$ cat src/rtl/core/fbpa_pkg.sv
// ----------------------------------------------------------------------------
// fbpa_pkg: shared types and codes of the fixed block pool allocator
// Beat payload structs, operation codes, register indexes and the control
// state type.
// ----------------------------------------------------------------------------
`default_nettype none

package fbpa_pkg;

  // field widths fixed by the interface
  localparam int ADDR_W  = 32;
  localparam int SIZE_W  = 16;
  localparam int CNT_W   = 7;
  localparam int OP_W    = 2;
  localparam int CIDX_W  = 8;
  localparam int CDATA_W = 32;

  // operation codes
  localparam logic [OP_W-1:0] OP_ALLOC = 2'd0;
  localparam logic [OP_W-1:0] OP_FREE  = 2'd1;
  localparam logic [OP_W-1:0] OP_CLEAR = 2'd2;
  localparam logic [OP_W-1:0] OP_NONE  = 2'd3;

  // register indexes
  localparam logic [CIDX_W-1:0] CFG_POOL_BASE   = 8'd0;
  localparam logic [CIDX_W-1:0] CFG_BLOCK_SIZE  = 8'd1;
  localparam logic [CIDX_W-1:0] CFG_BLOCK_COUNT = 8'd2;

  // register reset values
  localparam logic [ADDR_W-1:0] POOL_BASE_RST   = 32'd1;
  localparam logic [SIZE_W-1:0] BLOCK_SIZE_RST  = 16'd1;
  localparam logic [CNT_W-1:0]  BLOCK_COUNT_RST = 7'd64;

  // last step of the bit-serial divider (one quotient bit per step)
  localparam logic [4:0] DIV_LAST = 5'd31;

  // status codes
  localparam logic ST_OK  = 1'b0;
  localparam logic ST_ERR = 1'b1;

  typedef struct packed {
    logic [OP_W-1:0]   operation;
    logic [ADDR_W-1:0] address;
  } fbpa_in_t;

  typedef struct packed {
    logic              status;
    logic [ADDR_W-1:0] block_address;
    logic [CNT_W-1:0]  free_count;
    logic [CNT_W-1:0]  used_count;
  } fbpa_out_t;

  typedef enum logic [2:0] {
    S_CLEAR,
    S_IDLE,
    S_SCAN,
    S_DIV,
    S_DIV_CHK,
    S_FREE_CHK,
    S_REPORT
  } fbpa_state_t;

endpackage

`default_nettype wire

$ cat src/rtl/core/fbpa_ram.sv
// ----------------------------------------------------------------------------
// fbpa_ram: generic single write, single read RAM
// One write port and one read port with registered read data.
// ----------------------------------------------------------------------------
`default_nettype none

module fbpa_ram #(
  parameter int WIDTH = 1,
  parameter int DEPTH = 64
) (
  input  wire logic                                   clk,
  input  wire logic                                   we,
  input  wire logic [((DEPTH > 1) ? $clog2(DEPTH) : 1)-1:0] waddr,
  input  wire logic [WIDTH-1:0]                       wdata,
  input  wire logic [((DEPTH > 1) ? $clog2(DEPTH) : 1)-1:0] raddr,
  output logic      [WIDTH-1:0]                       rdata
);

  logic [WIDTH-1:0] mem [DEPTH];
  logic [WIDTH-1:0] rdata_r;

  // write port
  always_ff @(posedge clk) begin
    if (we) begin
      mem[waddr] <= wdata;
    end
  end

  // registered read port
  always_ff @(posedge clk) begin
    rdata_r <= mem[raddr];
  end

  assign rdata = rdata_r;

endmodule

`default_nettype wire

$ cat src/rtl/core/fixed_block_pool_allocator.sv
// ----------------------------------------------------------------------------
// fixed_block_pool_allocator: bitmap based fixed-size block pool allocator
// An allocate checks one map bit per cycle for the lowest free block; a free
// runs a 32-step bit-serial divider, a range check on the block index and a
// map check; a zero or low address and an unknown code go straight to the
// result beat; a clear sweeps the map RAM. A command is taken only while busy is low.
// Result strobe cannot be stalled; after reset a clearing pass runs with busy
// high; config writes are taken throughout.
// ----------------------------------------------------------------------------
`default_nettype none

module fixed_block_pool_allocator #(
  parameter int MAX_BLOCKS = 64
) (
  input  wire logic                  clk,
  input  wire logic                  rst_n,
  // command beat
  input  wire logic                  start,
  output logic                       busy,
  input  wire fbpa_pkg::fbpa_in_t    in_data,
  // result beat
  output logic                       out_valid,
  output fbpa_pkg::fbpa_out_t        out_data,
  // configuration write
  input  wire logic                  cfg_valid,
  output logic                       cfg_ready,
  input  wire logic [fbpa_pkg::CIDX_W-1:0]  cfg_index,
  input  wire logic [fbpa_pkg::CDATA_W-1:0] cfg_data
);

  localparam int ADDR_W = fbpa_pkg::ADDR_W;
  localparam int SIZE_W = fbpa_pkg::SIZE_W;
  localparam int CNT_W  = fbpa_pkg::CNT_W;
  localparam int AW     = (MAX_BLOCKS > 1) ? $clog2(MAX_BLOCKS) : 1;
  localparam int NW     = $clog2(MAX_BLOCKS + 1);
  localparam int CW     = (NW > CNT_W) ? NW : CNT_W;
  localparam logic [NW-1:0] LAST_IDX = NW'(MAX_BLOCKS - 1);

  // configuration registers
  logic [ADDR_W-1:0] pool_base_r;
  logic [SIZE_W-1:0] block_size_r;
  logic [CNT_W-1:0]  block_count_r;

  // control and datapath registers
  fbpa_pkg::fbpa_state_t state_r, state_nxt;
  logic              clr_op_r, clr_op_nxt;
  logic [NW-1:0]     idx_r, idx_nxt;
  logic [ADDR_W-1:0] acc_r, acc_nxt;
  logic [ADDR_W-1:0] dvd_r, dvd_nxt;
  logic [SIZE_W-1:0] rem_r, rem_nxt;
  logic [4:0]        bit_cnt_r, bit_cnt_nxt;
  logic [CNT_W-1:0]  taken_r, taken_nxt;
  logic              status_r, status_nxt;
  logic [ADDR_W-1:0] res_addr_r, res_addr_nxt;
  logic              out_valid_r, out_valid_nxt;
  fbpa_pkg::fbpa_out_t out_r, out_nxt;

  // map RAM signals
  logic          ram_we;
  logic [AW-1:0] ram_waddr;
  logic          ram_wdata;
  logic          ram_rdata;

  // derived values
  logic [SIZE_W-1:0] size_w;
  logic [NW-1:0]     n_w;
  logic [CW-1:0]     bc_ext;
  logic [CW-1:0]     n_ext;
  logic [CW-1:0]     taken_ext;
  logic [CNT_W-1:0]  free_w;
  logic [SIZE_W:0]   trial_w;
  logic [SIZE_W:0]   diff_w;
  logic              q_bit;

  // configuration writes
  assign cfg_ready = 1'b1;

  always_ff @(posedge clk) begin
    if (!rst_n) begin
      pool_base_r   <= fbpa_pkg::POOL_BASE_RST;
      block_size_r  <= fbpa_pkg::BLOCK_SIZE_RST;
      block_count_r <= fbpa_pkg::BLOCK_COUNT_RST;
    end else if (cfg_valid && cfg_ready) begin
      unique case (cfg_index)
        fbpa_pkg::CFG_POOL_BASE:   pool_base_r   <= cfg_data[ADDR_W-1:0];
        fbpa_pkg::CFG_BLOCK_SIZE:  block_size_r  <= cfg_data[SIZE_W-1:0];
        fbpa_pkg::CFG_BLOCK_COUNT: block_count_r <= cfg_data[CNT_W-1:0];
        default: ;
      endcase
    end
  end

  // zero block size acts as one, block count held to capacity
  assign size_w = (block_size_r == '0) ? SIZE_W'(1) : block_size_r;
  assign bc_ext = CW'(block_count_r);
  assign n_w    = (bc_ext >= CW'(MAX_BLOCKS)) ? NW'(MAX_BLOCKS) : NW'(bc_ext);

  // free count floored at zero
  assign n_ext     = CW'(n_w);
  assign taken_ext = CW'(taken_r);
  assign free_w    = (n_ext > taken_ext) ? CNT_W'(n_ext - taken_ext) : '0;

  // one restoring divide step
  assign trial_w = {rem_r, dvd_r[ADDR_W-1]};
  assign diff_w  = trial_w - {1'b0, size_w};
  assign q_bit   = ~diff_w[SIZE_W];

  // map RAM, read address is the next index so read data is for the checked index
  fbpa_ram #(
    .WIDTH (1),
    .DEPTH (MAX_BLOCKS)
  ) u_map (
    .clk   (clk),
    .we    (ram_we),
    .waddr (ram_waddr),
    .wdata (ram_wdata),
    .raddr (idx_nxt[AW-1:0]),
    .rdata (ram_rdata)
  );

  // state and control registers
  always_ff @(posedge clk) begin
    if (!rst_n) begin
      state_r     <= fbpa_pkg::S_CLEAR;
      clr_op_r    <= 1'b0;
      idx_r       <= '0;
      taken_r     <= '0;
      out_valid_r <= 1'b0;
      bit_cnt_r   <= '0;
    end else begin
      state_r     <= state_nxt;
      clr_op_r    <= clr_op_nxt;
      idx_r       <= idx_nxt;
      taken_r     <= taken_nxt;
      out_valid_r <= out_valid_nxt;
      bit_cnt_r   <= bit_cnt_nxt;
    end
  end

  // payload registers
  always_ff @(posedge clk) begin
    acc_r      <= acc_nxt;
    dvd_r      <= dvd_nxt;
    rem_r      <= rem_nxt;
    status_r   <= status_nxt;
    res_addr_r <= res_addr_nxt;
    out_r      <= out_nxt;
  end

  // next state and datapath control
  always_comb begin
    state_nxt     = state_r;
    clr_op_nxt    = clr_op_r;
    idx_nxt       = idx_r;
    acc_nxt       = acc_r;
    dvd_nxt       = dvd_r;
    rem_nxt       = rem_r;
    bit_cnt_nxt   = bit_cnt_r;
    taken_nxt     = taken_r;
    status_nxt    = status_r;
    res_addr_nxt  = res_addr_r;
    out_valid_nxt = 1'b0;
    out_nxt       = out_r;
    ram_we        = 1'b0;
    ram_waddr     = idx_r[AW-1:0];
    ram_wdata     = 1'b0;

    unique case (state_r)
      // sweep zeros through the map
      fbpa_pkg::S_CLEAR: begin
        ram_we = 1'b1;
        if (idx_r == LAST_IDX) begin
          idx_nxt   = '0;
          taken_nxt = '0;
          if (clr_op_r) begin
            status_nxt   = fbpa_pkg::ST_OK;
            res_addr_nxt = '0;
            state_nxt    = fbpa_pkg::S_REPORT;
          end else begin
            state_nxt = fbpa_pkg::S_IDLE;
          end
          clr_op_nxt = 1'b0;
        end else begin
          idx_nxt = idx_r + NW'(1);
        end
      end

      // take a command beat
      fbpa_pkg::S_IDLE: begin
        if (start) begin
          status_nxt   = fbpa_pkg::ST_ERR;
          res_addr_nxt = '0;
          unique case (in_data.operation)
            fbpa_pkg::OP_ALLOC: begin
              idx_nxt   = '0;
              acc_nxt   = pool_base_r;
              state_nxt = fbpa_pkg::S_SCAN;
            end
            fbpa_pkg::OP_FREE: begin
              if (in_data.address == '0 || in_data.address < pool_base_r) begin
                state_nxt = fbpa_pkg::S_REPORT;
              end else begin
                dvd_nxt     = in_data.address - pool_base_r;
                rem_nxt     = '0;
                bit_cnt_nxt = '0;
                state_nxt   = fbpa_pkg::S_DIV;
              end
            end
            fbpa_pkg::OP_CLEAR: begin
              idx_nxt    = '0;
              clr_op_nxt = 1'b1;
              state_nxt  = fbpa_pkg::S_CLEAR;
            end
            default: begin
              state_nxt = fbpa_pkg::S_REPORT;
            end
          endcase
        end
      end

      // check one map bit per cycle for the lowest free block
      fbpa_pkg::S_SCAN: begin
        if (idx_r >= n_w) begin
          state_nxt = fbpa_pkg::S_REPORT;
        end else if (!ram_rdata) begin
          ram_we       = 1'b1;
          ram_wdata    = 1'b1;
          taken_nxt    = taken_r + CNT_W'(1);
          status_nxt   = fbpa_pkg::ST_OK;
          res_addr_nxt = acc_r;
          state_nxt    = fbpa_pkg::S_REPORT;
        end else begin
          idx_nxt = idx_r + NW'(1);
          acc_nxt = acc_r + ADDR_W'(size_w);
        end
      end

      // offset divided by block size, one quotient bit per cycle
      fbpa_pkg::S_DIV: begin
        dvd_nxt = {dvd_r[ADDR_W-2:0], q_bit};
        rem_nxt = q_bit ? diff_w[SIZE_W-1:0] : trial_w[SIZE_W-1:0];
        if (bit_cnt_r == fbpa_pkg::DIV_LAST) begin
          state_nxt = fbpa_pkg::S_DIV_CHK;
        end else begin
          bit_cnt_nxt = bit_cnt_r + 5'd1;
        end
      end

      // range check on the block index, then read its mark
      fbpa_pkg::S_DIV_CHK: begin
        if (dvd_r < ADDR_W'(n_w)) begin
          idx_nxt   = NW'(dvd_r);
          state_nxt = fbpa_pkg::S_FREE_CHK;
        end else begin
          state_nxt = fbpa_pkg::S_REPORT;
        end
      end

      // clear the mark of a taken block
      fbpa_pkg::S_FREE_CHK: begin
        if (ram_rdata) begin
          ram_we     = 1'b1;
          ram_wdata  = 1'b0;
          taken_nxt  = (taken_r != '0) ? taken_r - CNT_W'(1) : taken_r;
          status_nxt = fbpa_pkg::ST_OK;
        end
        state_nxt = fbpa_pkg::S_REPORT;
      end

      // load the result beat
      fbpa_pkg::S_REPORT: begin
        out_valid_nxt         = 1'b1;
        out_nxt.status        = status_r;
        out_nxt.block_address = res_addr_r;
        out_nxt.free_count    = free_w;
        out_nxt.used_count    = taken_r;
        state_nxt             = fbpa_pkg::S_IDLE;
      end

      default: begin
        state_nxt = fbpa_pkg::S_IDLE;
      end
    endcase
  end

  // outputs
  assign busy      = (state_r != fbpa_pkg::S_IDLE);
  assign out_valid = out_valid_r;
  assign out_data  = out_r;

endmodule

`default_nettype wire

$ cat config.mk
export PLATFORM = sky130hd
export DESIGN_NAME = fixed_block_pool_allocator
export DESIGN_NICKNAME = d
export VERILOG_FILES = /design/src/rtl/core/fbpa_pkg.sv /design/src/rtl/core/fbpa_ram.sv /design/src/rtl/core/fixed_block_pool_allocator.sv
export SDC_FILE = /design/constraint.sdc
export NUM_CORES = 1
export LEC_CHECK = 0
export BUFFER_PORTS_ARGS = -buffer_cell sky130_fd_sc_hd__buf_2
export CORE_MARGIN = 2
export CORE_UTILIZATION = 45
export DETAILED_ROUTE_END_ITERATION = 7
export SKIP_LAST_GASP = 1
export SYNTH_ARGS = -nofsm -noshare
export SYNTH_HDL_FRONTEND = slang
export SYNTH_SLANG_ARGS = --single-unit
$ cat constraint.sdc
create_clock -name clk -period 7.4 [get_ports clk]
set_input_delay 2.22 -clock clk [delete_from_list [all_inputs] [get_ports clk]]
set_output_delay 2.22 -clock clk [all_outputs]
set_load 0.05 [all_outputs]
==> run_results.csv <==
group,metric,value,unit
setup_path,ff2ff_path_depth,15,
floorplan,dieArea,39200,µm²
logic_synthesis,synth.net_count,1842,
logic_synthesis,syn_avg_cell_area,10.2,µm²
floorplan,die_height,198,µm
clock_network,hold_buffers,0,
pwr,p_per_area,197,nW/µm²
sta,final-max-slew-violation-count,0,
sta,fin_tns_setup,0,ns
detailed_routing,via_per_inst,5.47,
setup_path,startpoint_type,"input port",
sta,tightestPinTransition,1.22,ns
sta,max_freq,176,MHz
logic_synthesis,synth_top_area_share,0.397,
sta,skew,0.0172,ns
cells_and_area,diodes,0,
cells_and_area,layout-drive-gt1-share,0.128,
grt,overflow,0,
clock_network,cts_tree,"done",
place,pre_cts_ws,1.20,ns
sta,setup_ws,1.72,ns
job,maxCapViolCount,0,
logic_synthesis,synth_top_area_cell,"edfxtp_1",
logic_synthesis,synth_edf_count,224,
outcome,run_status,"complete, no violations",
floorplan,die_x,198,µm
pwr,leakagePower,0.00759,µW
pwr,power.switching,833,µW
setup_path,worstPathMaxFanout,48,
clock_network,clk_latency,0.53,ns
detailed_routing,drtIter0Drc,1033,
floorplan,start_util,0.453,
sta,hold_violations,0,
logic_synthesis,ys_warn_count,0,
detailed_routing,num_vias,12600,
detailed_routing,final_antenna_net_count,0,
grt,grt_usage,0.218,
clock_network,cts-root-buf,"clkbuf_16",
setup_path,worstPathCellList,"buf_2 -> inv_1 -> ha_1 -> fa_1 -> nor2b_1 -> o21ai_0 -> a21boi_0 -> o41ai_1 -> a211oi_1 -> nor2_1 -> o31ai_1 -> a31oi_1 -> nor2_1 -> a21oi_1 -> a21oi_4 -> buf_4",
place,gp_congestion,0.878,
grt,grt_max_degree,78,
grt,antenna_found_initial,1,
hold_path,hold_depth,0,
pwr,switching_share,0.220,
logic_synthesis,yosysMostFrequentCell,"edfxtp_1",
pwr,p_comb_frac,0.059,
detailed_routing,detail_route.wl_per_cell,18.5,µm
clock_network,numCtsBuffers,34,
pwr,internal-power,2950,µW
hold_path,hold_class,"reg -> reg",
cells_and_area,final_core_util,0.513,
floorplan,io_pins,128,
clock_network,clk_pin_slew_worst_paths,0.06,ns
sta,period_share,0.768,
sta,rsz0062_at_grt,"false",
sta,max_slew_margin,0.184,
logic_synthesis,syn_area,16900,µm²
sta,period_minus_slack,5.68,ns
floorplan,fp-row-count,71,
cells_and_area,num-nets-final,1939,
place,place_area,18000,µm²
place,place_hpwl,31000,µm
logic_synthesis,synthTopCellsByArea,"edfxtp_1 40%, dfxtp_1 9.4%, ha_1 6.8%",
detailed_routing,firstDrtPassIters,5,
clock_network,cts.sinks,304,
logic_synthesis,seq_area_frac_synth,0.491,
pwr,total_power,3780,µW
setup_path,slowest_delay,0.53,ns
setup_path,crit_top_cell,"nor2_1",
place,port_buffers,126,
grt,grt_pass1_wl,66400,µm
setup_path,crit_slowest_cell,"buf_4",
clock_network,clock_path_buffers,3,
logic_synthesis,ys_top_cells_by_count,"224 x edfxtp_1, 177 x nand2_1, 173 x nor2_1, 97 x mux2i_1, 92 x ha_1",
pwr,p_seq_frac,0.482,
setup_path,path_class,"in -> reg",
clock_network,cts_setup_buffers,0,
setup_path,cp_data_arrival_time,5.84,ns
clock_network,cts_repair_resize_count,0,
logic_synthesis,synth.distinct_cells,83,
logic_synthesis,yosys_most_used_dff,"edfxtp_1",
logic_synthesis,synth-seq-cells,304,
detailed_routing,totalWireLength,42500,µm
pwr,power_frac_clock,0.458,
setup_path,worst_ep_required_time,7.56,ns
clock_network,htree_levels,2,
logic_synthesis,async_reset_ff_frac,0,
cells_and_area,area_delta_synth_final,13.2,%
logic_synthesis,synthesis.instances,1667,
grt,grt_pass1_vias,12000,
detailed_routing,drc_errors,0,
sta,setup_violations,0,
setup_path,cp-end-kind,"flop",
cells_and_area,fin_area,19200,µm²
cells_and_area,fill_cells,3385,
floorplan,coreArea,37400,µm²
pwr,vdd_drop_max,0.122,mV
[routing by layer]
layer	up-vias	wire length, µm	GRT usage
li1	6173	-	-
met1	5990	20200	0.311
met2	360	19000	0.343
met3	56	2260	0.0356
met4	2	1080	0.0640
met5	-	13	0
[cell usage in the layout (no fill, tap or decap), drive strengths merged, types with 11 or more instances in the layout]
cell type  count
edfxtp       224
nand2        177
nor2         173
buf          142
mux2i         97
ha            92
inv           91
a21oi         81
o21ai         81
dfxtp         80
and3          54
nor2b         47
xnor2         44
clkbuf        43
a21boi        40
xor2          34
nor3          28
nand3         24
a21o          23
nor4          20
nand2b        16
nand4         13
a211oi        11
[worst max-delay path: cells and delay by family]
| family | cells | cell delay [ns] |
|---|---|---|
| simple gates | 3 | 0.43 |
| compound gates | 8 | 1.86 |
| fa+ha+maj | 2 | 0.63 |
| buf+inv | 3 | 0.65 |
[power groups by stage]
stage / logic [µW] / registers (µW) / clock network [µW]
6_report: 224 / 1820 / 1730
5_1_grt: 245 / 1820 / 1830
4_1_cts: 224 / 1820 / 1770
3_5_place_dp: 223 / 1860 / 0
3_3_place_gp: 220 / 1860 / 0
2_1_floorplan: 157 / 1860 / 0
[sequential cells by signal (all words and copies together), names as in the netlist, 3 cells and up]
signal,flops
u_map.mem,64
idx_r,7
out_data,47
acc_r,32
rem_r,16
dvd_r,32
block_size_r,16
res_addr_r,32
bit_cnt_r,5
taken_ext,7
pool_base_r,32
bc_ext,7
state_r,3
[final timing paths]
check	start	endpoint	slack, ns
max	in_data[0]	rem_r[1]$_SDFFCE_PN0P_	1.72
max reg2reg	block_size_r[15]$_SDFFE_PN0P_	rem_r[8]$_SDFFCE_PN0P_	2.34
min reg2reg	res_addr_r[5]$_SDFFCE_PN0P_	out_data[19]$_DFFE_PP_	0.42
min	res_addr_r[5]$_SDFFCE_PN0P_	out_data[19]$_DFFE_PP_	0.42
[stage by stage]
step | std cells | hold WS (ns)
finish | 2300 | 0.416
CTS | 2300 | 0.417
global placement | 2239 | 0.405
floorplan | 1667 | 0.400
detailed placement | 2239 | 0.405
global route | 2300 | 0.419
[layout make-up]
type / count / area [µm²] / share of cell area
Clock buffer: 43 / 926 / 0.0483
Timing Repair Buffer: 142 / 751 / 0.0391
Tap cell: 511 / 639 / 0.0333
Multi-Input combinational cell: 1193 / 7990 / 0.416
Clock inverter: 18 / 218 / 0.0114
Inverter: 89 / 334 / 0.0174
Sequential cell: 304 / 8330 / 0.434
[logic make-up after synthesis]
group / after synthesis / synth area share
other: 1 / 0.000221
AOI/OAI and AO/OA: 326 / 0.128
DFF: 304 / 0.491
muxes: 98 / 0.0580
xor gates and xnor gates: 78 / 0.0403
and+or+nand+nor: 593 / 0.168
adders and majority gates: 97 / 0.0738
buffers and inverters: 170 / 0.0401
No activity file was read; power rests on OpenSTA's default activity.
